$ cat config.mk
export PLATFORM = sky130hd
export DESIGN_NAME = ilie_ctrl
export DESIGN_NICKNAME = d
export VERILOG_FILES = /design/src/rtl/ilie_pkg.sv /design/src/rtl/ilie_ctrl.sv
export SDC_FILE = /design/constraint.sdc
export NUM_CORES = 1
export LEC_CHECK = 0
export CAP_MARGIN = 20
export CORE_AREA = 2 2 39 41
export CTS_CLUSTER_DIAMETER = 150
export DETAILED_ROUTE_END_ITERATION = 10
export DIE_AREA = 0 0 41 43
export DONT_BUFFER_PORTS = 1
export PLACE_DENSITY = 0.48
export SYNTH_ARGS = -nofsm -noshare
export SYNTH_HDL_FRONTEND = slang
export SYNTH_SLANG_ARGS = --single-unit
$ cat constraint.sdc
create_clock -name clk -period 1.4 [get_ports clk]
set_input_delay 0.07 -clock clk [delete_from_list [all_inputs] [get_ports clk]]
set_output_delay 0.07 -clock clk [all_outputs]
set_load 0.01 [all_outputs]
$ cat src/rtl/ilie_pkg.sv
`default_nettype none
package ilie_pkg;

  localparam int CMD_W  = 3;
  localparam int POS_W  = 9;
  localparam int WORD_W = 64;
  localparam int LEN_W  = 9;
  localparam int STAT_W = 2;

  localparam int IN_USED_W   = CMD_W + POS_W + WORD_W;
  localparam int IN_TDATA_W  = ((IN_USED_W + 7) / 8) * 8;
  localparam int OUT_USED_W  = WORD_W + LEN_W + STAT_W;
  localparam int OUT_TDATA_W = ((OUT_USED_W + 7) / 8) * 8;
  localparam int OUT_PAD_W   = OUT_TDATA_W - OUT_USED_W;

  localparam logic [CMD_W-1:0] CMD_READ   = 3'd0;
  localparam logic [CMD_W-1:0] CMD_WRITE  = 3'd1;
  localparam logic [CMD_W-1:0] CMD_INSERT = 3'd2;
  localparam logic [CMD_W-1:0] CMD_ERASE  = 3'd3;
  localparam logic [CMD_W-1:0] CMD_PUSH   = 3'd4;
  localparam logic [CMD_W-1:0] CMD_POP    = 3'd5;

  localparam logic [STAT_W-1:0] ST_OK    = 2'd0;
  localparam logic [STAT_W-1:0] ST_EMPTY = 2'd1;
  localparam logic [STAT_W-1:0] ST_FULL  = 2'd2;
  localparam logic [STAT_W-1:0] ST_INDEX = 2'd3;

  // controller to datapath
  typedef struct packed {
    logic load;
    logic check;
    logic idx_init;
    logic idx_step;
    logic rd_direct;
    logic rd_src;
    logic wr_shift;
    logic wr_word;
    logic cnt_inc;
    logic cnt_dec;
    logic res_load;
  } ilie_ctl_t;

  // datapath to controller
  typedef struct packed {
    logic [CMD_W-1:0] cmd;
    logic             ok;
    logic             more;
  } ilie_stat_t;

endpackage
`default_nettype wire

$ cat src/rtl/ilie_ctrl.sv
`default_nettype none
module ilie_ctrl
  import ilie_pkg::*;
(
  input  wire logic       clk,
  input  wire logic       rst,
  input  wire logic       s_tvalid,
  output logic            s_tready,
  input  wire logic       m_tready,
  output logic            m_tvalid,
  input  wire ilie_stat_t stat,
  output ilie_ctl_t       ctl
);

  typedef enum logic [2:0] {
    S_IDLE,
    S_DECODE,
    S_WAIT,
    S_CHECK,
    S_MOVE,
    S_FINISH
  } state_t;

  state_t state, state_next;

  assign s_tready = (state == S_IDLE);

  always_comb begin
    ctl        = '0;
    state_next = state;
    case (state)
      S_IDLE: begin
        if (s_tvalid) begin
          ctl.load   = 1'b1;
          state_next = S_DECODE;
        end
      end
      S_DECODE: begin
        ctl.check  = 1'b1;
        state_next = S_FINISH;
        if (stat.ok) begin
          case (stat.cmd)
            CMD_READ: begin
              ctl.rd_direct = 1'b1;
              state_next    = S_WAIT;
            end
            CMD_POP: begin
              ctl.rd_direct = 1'b1;
              ctl.cnt_dec   = 1'b1;
              state_next    = S_WAIT;
            end
            CMD_WRITE: begin
              ctl.wr_word = 1'b1;
            end
            CMD_PUSH: begin
              ctl.wr_word = 1'b1;
              ctl.cnt_inc = 1'b1;
            end
            CMD_INSERT, CMD_ERASE: begin
              ctl.idx_init = 1'b1;
              state_next   = S_CHECK;
            end
            default: begin
              state_next = S_FINISH;
            end
          endcase
        end
      end
      S_WAIT: begin
        state_next = S_FINISH;
      end
      S_CHECK: begin
        if (stat.more) begin
          ctl.rd_src = 1'b1;
          state_next = S_MOVE;
        end else begin
          // shift done: drop the new word in, or shorten the list
          if (stat.cmd == CMD_INSERT) begin
            ctl.wr_word = 1'b1;
            ctl.cnt_inc = 1'b1;
          end else begin
            ctl.cnt_dec = 1'b1;
          end
          state_next = S_FINISH;
        end
      end
      S_MOVE: begin
        ctl.wr_shift = 1'b1;
        ctl.idx_step = 1'b1;
        state_next   = S_CHECK;
      end
      S_FINISH: begin
        // hold until the output register is free
        if (!m_tvalid || m_tready) begin
          ctl.res_load = 1'b1;
          state_next   = S_IDLE;
        end
      end
      default: begin
        state_next = S_IDLE;
      end
    endcase
  end

  always_ff @(posedge clk) begin
    if (rst) begin
      state    <= S_IDLE;
      m_tvalid <= 1'b0;
    end else begin
      state <= state_next;
      if (ctl.res_load) begin
        m_tvalid <= 1'b1;
      end else if (m_tready) begin
        m_tvalid <= 1'b0;
      end
    end
  end

endmodule
`default_nettype wire

After elaboration in Yosys (flattened, before gate mapping)

Cells that the tools add are included.
Widths: inputs -> output; s select.

Register bits: 4
ROM bits: 0
Output and inout port bits: 13
Bits in latches: 0
Memories: 0
Bits in writable memories: 0
Bits of input ports: 9
Word-level logic and storage cells: 52

Multiply operators: 0
Reduce and logical (&&, ||, !) cells: 9
Add/subtract/negate cells: 0
Div/mod/pow operators: 0
Shift operators: 0
Multiplexer cells: 29
Bitwise operators: 0
Eq/ne operators: 12
Magnitude comparators: 0

Operators with widths:

| kind               | count |
|---|---|
| $mux 1             | 19 |
| $pmux 3 s6         | 1 |
| $mux 3             | 5 |
| $eq 3x2->1 const B | 4 |
| $eq 3x3->1 const B | 4 |
| $pmux 3 s2         | 2 |
| $eq 3x1->1 const B | 2 |
| $logic_not 3->1    | 2 |
| $reduce_or 2->1    | 3 |
| $mux 2             | 2 |
| $ne 2x2->1 const B | 2 |
| $reduce_and 2->1   | 1 |
| $reduce_bool 2->1  | 1 |
| $logic_not 1->1    | 1 |
| $logic_or 1x1->1   | 1 |

Depth between registers and ports, before layout

Gate-level depths: netlist of the first run.

Word-level depth: 5
Depth in mapped cells: 6
Mapped depth without buffers: 5

Least setup slack after synthesis of the first run

No wires, ideal clock.

Path type: reg-to-output
Start: reg state[2]
End: out ctl[3] in the netlist's numbering
Slack: 113 ps
Stages on the path, launching flop included: 7
Arrival time: 1217 ps
Buffers on the path: 1
Data required time: 1330 ps
Path through: dfxtp_1 > buf_2 > nor2_1 > nand2_1 > inv_1 > nand2_1 > o31ai_1

RTL lines:

| item                   | RTL line         | source |
|---|---|---|
| from (decl)            | ilie_ctrl.sv:24  | `state_t state, state_next;` |
| from (signal assigned) | ilie_ctrl.sv:110 | `state <= state_next;` |
| to (decl)              | ilie_ctrl.sv:12  | `output ilie_ctl_t ctl` |

==> results of run 1 <==
synth_stat cells (2+ instances only):
cell type  instances  area share
nor2_1             6       0.054
nor3_1             4       0.048
xnor2_1            2       0.042
nand2_1            4       0.036
a31oi_1            3       0.045
a21oi_1            6       0.072
nand2b_4           2       0.066
dfxtp_1            4        0.19
buf_2              3       0.036
per-layer routing:
metal / GRT usage / vias up / part of all wire
met5: 0 / - / 0
met2: 0.200 / 9 / 0.53
li1: - / 223 / -
met3: 0.0785 / 2 / 0.069
met1: 0.137 / 220 / 0.39
met4: 0.0400 / 0 / 0.010
registers in the layout (all words and copies together) (netlist names):
name and count:
m_tvalid 1, state 3
power groups by stage:
stage | clock network (uW) | logic [uW] | registers (uW)
6_report | 147 | 338 | 171
5_1_grt | 163 | 368 | 175
4_1_cts | 155 | 322 | 170
3_5_place_dp | 0 | 291 | 167
3_3_place_gp | 0 | 298 | 167
2_1_floorplan | 0 | 244 | 150
stage by stage:
| step | setup slack [ns] | instance area (um^2) | util |
|---|---|---|---|
| 6_report | -0.0447 | 562 | 0.406 |
| 2_1_floorplan | 0.113 | 415 | - |
| 3_3_place_gp | 0.0845 | 447 | 0.323 |
| 4_1_cts | -0.0460 | 547 | 0.395 |
| 3_5_place_dp | 0.110 | 447 | 0.323 |
| 5_1_grt | -0.0772 | 562 | 0.406 |
worst max-delay path: stages (launching register included):
cell and delay (ns):
dfxtp_2 0.33, nand2b_4 0.16, or4_4 0.49, a21oi_4 0.16
final cells by class:
cell class	count	area, um^2
inverter	2	7.51
multi-input combinational	47	348
tap	16	20.0
sequential	4	86.3
timing repair buffer	10	77.6
clock buffer	3	22.5
fill	145	822
final timing paths:
path                    to  slack (ns)  depth (start not counted)
hold reg to reg   m_tvalid        0.59                          2
hold / removal    state[2]        0.07                          2
setup / recovery    ctl[2]       -0.04                          3
setup reg to reg  state[2]        0.20                          5
cells by family (layout without fill, tap and decap cells):
family,count (synthesis),after routing,share of synthesized area
simple gates,28,28,0.410
compound gates,17,17,0.256
buf+inv,7,15,0.0994
flops,4,4,0.193
xor+xnor,2,2,0.0422
repair_timing:
| item | CTS | global route |
|---|---|---|
| setup endpoints to repair | 4 | 4 |
| pin swaps | 2 | 0 |
| resized for setup | 13 | 2 |
| hold buffers | 1 | 0 |
| setup buffers | 2 | 1 |
| endpoints found under the hold margin | 4 | 0 |
cells in the final DEF, fill, tap and decap left out, drive strengths merged, types with 2 or more instances in the layout:
| master | synthesis | routed |
|---|---|---|
| and3 | 2 | 2 |
| nor3 | 4 | 4 |
| clkbuf | 0 | 3 |
| o21ai | 2 | 2 |
| nand2b | 3 | 3 |
| a31oi | 3 | 3 |
| dfxtp | 4 | 4 |
| buf | 5 | 9 |
| nand2 | 4 | 4 |
| nor2 | 7 | 7 |
| xnor2 | 2 | 2 |
| inv | 2 | 2 |
| a21oi | 6 | 6 |
==> results.yml, run 1 <==
worst_setup_path:
  reg2reg_from: "state[1]"
  worstPathRequired_ns: 1.33
  critPathKind: "register to primary output"
  cp_max_fo: 4
  startpoint: "state[2]"
  cp-start-kind: "register"
  critPathCaptureType: "primary output"
  worstPathArrival_ns: 1.37
sta:
  fin_skew_ns: 0.00131
  maxSlewViolCount: 0
  fin_ws_ns: -0.0447
  final.min_clock_period_ns: 1.44
  whs_ns: 0.0703
  rsz0062_at_grt: "true"
  finalHoldViolCount: 0
  max_freq_mhz: 692
  tns_ns: -0.0799
  setup_viol: 2
  period_share: 1.03
  slew_headroom: 0.740
  worst_slew_pin_slew_ns: 0.388
pwr:
  p_sw_uw: 253
  p_clk_frac: 0.224
  ir_worst_vdd_v: 0.000541
  cellLeakagePower_uw: 0.000213
  power_uw: 656
  p_comb_frac: 0.515
  seq_power_share: 0.261
  p_per_area_nw_per_um2: 1170
  internal_power_uw: 403
  swShare: 0.385
floorplanning:
  die-area_um2: 1760
  start_util: 0.300
  die_x_um: 41
  die_h_um: 43
  core_um2: 1380
  core.rowCount: 14
  ios: 22
synthesis:
  synth_fp_nets: 67
  ys_seq_area_frac: 0.193
  synthCells: 58
  synth-edff-count: 0
  yosysUniqueCellTypes: 33
  avgSynthCellArea_um2: 7.16
  netlist_area_um2: 415
  synthFlopType: "dfxtp_1"
  yosysWarningCount: 0
  async_flop_share: 0
  ys_ff_latch: 4
drt:
  final_antenna_net_count: 0
  drt_pass1_iterations: 4
  drtIter0Drc: 11
  via_per_inst: 5.54
  wl_um: 1000
  route.vias.total: 454
  drc: 0
  wl_per_cell_um: 12.2
run_status:
  failed_checks: "setup timing"
  status: "complete, but fails checks"
global_route:
  grt_max_degree: 9
  grtUsageTotal: 0.128
  antenna_found_initial: 0
  grt_overflow_total: 0
  grt_pass1_vias: 387
  grt_pass1_wl_um: 1520
final_layout:
  syn2layout_area_growth_pct: 35.2
  final_nets: 77
  drive_gt1_frac: 0.439
  diodes: 0
  stdcell_count: 82
cts:
  clkTransAtPathRegs_ns: 0.04
  ctsLongestPathBuffers: 2
  clk_latency_ns: 0.24
  root_buffer: "clkbuf_4"
  cts_buffers: 3
  tritoncts: "done"
  htree_levels: 1
  clock_sinks: 4
run:
  maxCapViolCount: 0
placed_design:
  gp_congestion: 0.771
  dpl.hpwl_um: 736
  port_buffers: 0
  placed_cells: 75
min_path:
  min-delay-start: "stat[1]"
  hold_class: "primary input to register"
(Power assumes the default switching activity.)
==> run 2: changes to the inputs <==
==> constraint.sdc (replaced) <==
create_clock -name clk -period 1.5 [get_ports clk]
set_input_delay 0.075 -clock clk [delete_from_list [all_inputs] [get_ports clk]]
set_output_delay 0.075 -clock clk [all_outputs]
set_load 0.01 [all_outputs]
==> run 2 against run 1 <==
- via count is 1.5% lower
- sequential power is 9% lower
- register-to-register slack better by 0.19 ns
- clock skew shrank 0.00086 ns
- setup slack improved by 0.088 ns
- first-iteration DRC count down 18%
- power down 8.1%
- largest cell class unchanged
- non-clock buffer count decreased by 1
- combinational power down 6.5%
- the flow now finishes without violations
- core utilization is 1.1 points lower
- die area is the same
- sequential cell count is the same
==> results.yml, run 2 (synthesized netlist as in run 1, its figures left out) <==
floorplanning:
  core_um2: 1380
  die_h_um: 43
  die-area_um2: 1760
  core.rowCount: 14
  start_util: 0.300
  die_x_um: 41
  ios: 22
final_layout:
  largest_reg_flops: 3
  final_nets: 76
  reg.largest.list: "state (3), m_tvalid (1)"
  syn2layout_area_growth_pct: 31.6
  diodes: 0
  drive_gt1_frac: 0.385
  final_util: 0.395
  top_register: "state"
  final_common_cell: "buf_4"
  final_cell_mix: "buf_4 (7), nor2_1 (6), a21oi_1 (5), nand2_1 (4)"
  finalInstanceArea_um2: 547
  fill_cells: 150
pwr:
  p_comb_frac: 0.525
  p_clk_frac: 0.218
  p_sw_uw: 229
  p_per_area_nw_per_um2: 1100
  swShare: 0.381
  internal_power_uw: 373
  ir_worst_vdd_v: 0.000592
  cellLeakagePower_uw: 0.000209
  seq_power_share: 0.257
sta:
  tns_ns: 0
  finalHoldViolCount: 0
  worst_slew_pin_slew_ns: 0.376
  period_share: 0.971
  fin_skew_ns: 0.000448
  rsz0062_at_grt: "true"
  final.min_clock_period_ns: 1.46
  max_freq_mhz: 687
  slew_headroom: 0.747
  maxSlewViolCount: 0
  setup_viol: 0
cts:
  htree_levels: 1
  clock_sinks: 4
  root_buffer: "clkbuf_4"
  ctsLongestPathBuffers: 2
  cts_buffers: 3
  tritoncts: "done"
  clk_latency_ns: 0.23
  clkTransAtPathRegs_ns: 0.04
placed_design:
  port_buffers: 0
  dpl.hpwl_um: 732
  post_dp_cell_area_um2: 447
  gp_congestion: 0.776
drt:
  wl_per_cell_um: 12.7
  route.vias.total: 447
  drt-met1-wl_um: 423
  final_antenna_net_count: 0
  routed-wl-met3_um: 56
  met2_length_um: 552
  drc: 0
  top_layer: "met3"
  drtIter0Drc: 9
  via_per_inst: 5.52
  wl_um: 1030
  drt_pass1_iterations: 4
min_path:
  hold_depth: 2
  holdPathEnd: "state[0]"
  hold_class: "primary input to register"
  min-delay-start: "rst"
worst_setup_path:
  timing.rr.end: "state[1]"
  cp_max_fo: 4
  critPathKind: "register to primary output"
  r2r_cells: 5
  reg2reg_slack_ns: 0.39
  reg2reg_from: "state[0]"
  cp-start-kind: "register"
  worstPathRequired_ns: 1.42
  critPathCaptureType: "primary output"
  worstPathArrival_ns: 1.38
run_status:
  status: "completed"
global_route:
  grt_pass1_wl_um: 1520
  grtUsageTotal: 0.128
  grt_max_degree: 12
  grt_overflow_total: 0
  grt_pass1_vias: 364
  antenna_found_initial: 0
run:
  maxCapViolCount: 0
==> run 2: cell count changes in the layout (fill, tap and decap cells not counted) <==
| cell | previous run | this run |
|---|---|---|
| and3_1 | 0 | 1 |
| and3_4 | 1 | 0 |
| buf_4 | 9 | 7 |
| buf_6 | 0 | 1 |
| dfxtp_1 | 1 | 2 |
| dfxtp_4 | 1 | 0 |
| nor2_1 | 5 | 6 |
| nor2_2 | 1 | 0 |
==> run 2: layer usage <==
metal / vias up / track usage
met3: 0 / 0.0785
met5: - / 0
met2: 9 / 0.178
li1: 228 / -
met1: 210 / 0.159
met4: 0 / 0.0400
==> run 2: worst max-delay path, stage by stage (launching register included) <==
cell      delay, ns
dfxtp_2        0.32
nand2b_4       0.16
nor2_4         0.09
or4b_4         0.48
o31ai_4        0.09
==> run 2: power by group through the flow <==
stage	logic [uW]	registers (uW)	clock network (uW)
after global routing	347	157	148
after global placement	282	152	0
final	316	155	131
after CTS	283	152	140
after floorplan	228	140	0
after detailed placement	277	152	0
==> run 2: how the worst max path moves through the flow <==
stage / startpoint / endpoint / slack [ns] / cells past startpoint
3_5_place_dp: state[2] / ctl[2] / 0.21 / 3
4_1_cts: state[2] / ctl[2] / 0.002 / 3
2_1_floorplan: state[2] / ctl[3] / 0.21 / 6
6_report: state[2] / ctl[3] / 0.04 / 4
5_1_grt: state[0] / ctl[3] / -0.03 / 4
3_3_place_gp: state[2] / ctl[2] / 0.21 / 3
==> run 2: per-stage QoR <==
step | hold WS [ns] | cells | total power (uW) | setup WS [ns]
5_1_grt | 0.0169 | 81 | 652 | -0.0273
3_3_place_gp | 0.151 | 75 | 435 | 0.212
3_5_place_dp | 0.152 | 75 | 429 | 0.213
4_1_cts | 0.00763 | 79 | 575 | 0.00230
6_report | 0.0186 | 81 | 603 | 0.0434
2_1_floorplan | 0.144 | 58 | 368 | 0.208
==> run 2: final cells by class <==
class	count	area [um^2]	share of cell area
Multi-Input combinational cell	47	340	0.622
Sequential cell	4	82.6	0.151
Timing Repair Buffer	9	73.8	0.135
Clock buffer	3	22.5	0.0412
Tap cell	16	20.0	0.0366
Inverter	2	7.51	0.0137
==> run 2: repair_timing <==
item                       4_1_cts  5_1_grt
gates cloned                     0        0
hold endpoints to repair         2        0
pin swaps                        0        2
resized for setup                3        9
setup endpoints to repair        2        4
buffers inserted                 0        2
hold buffers                     1        0
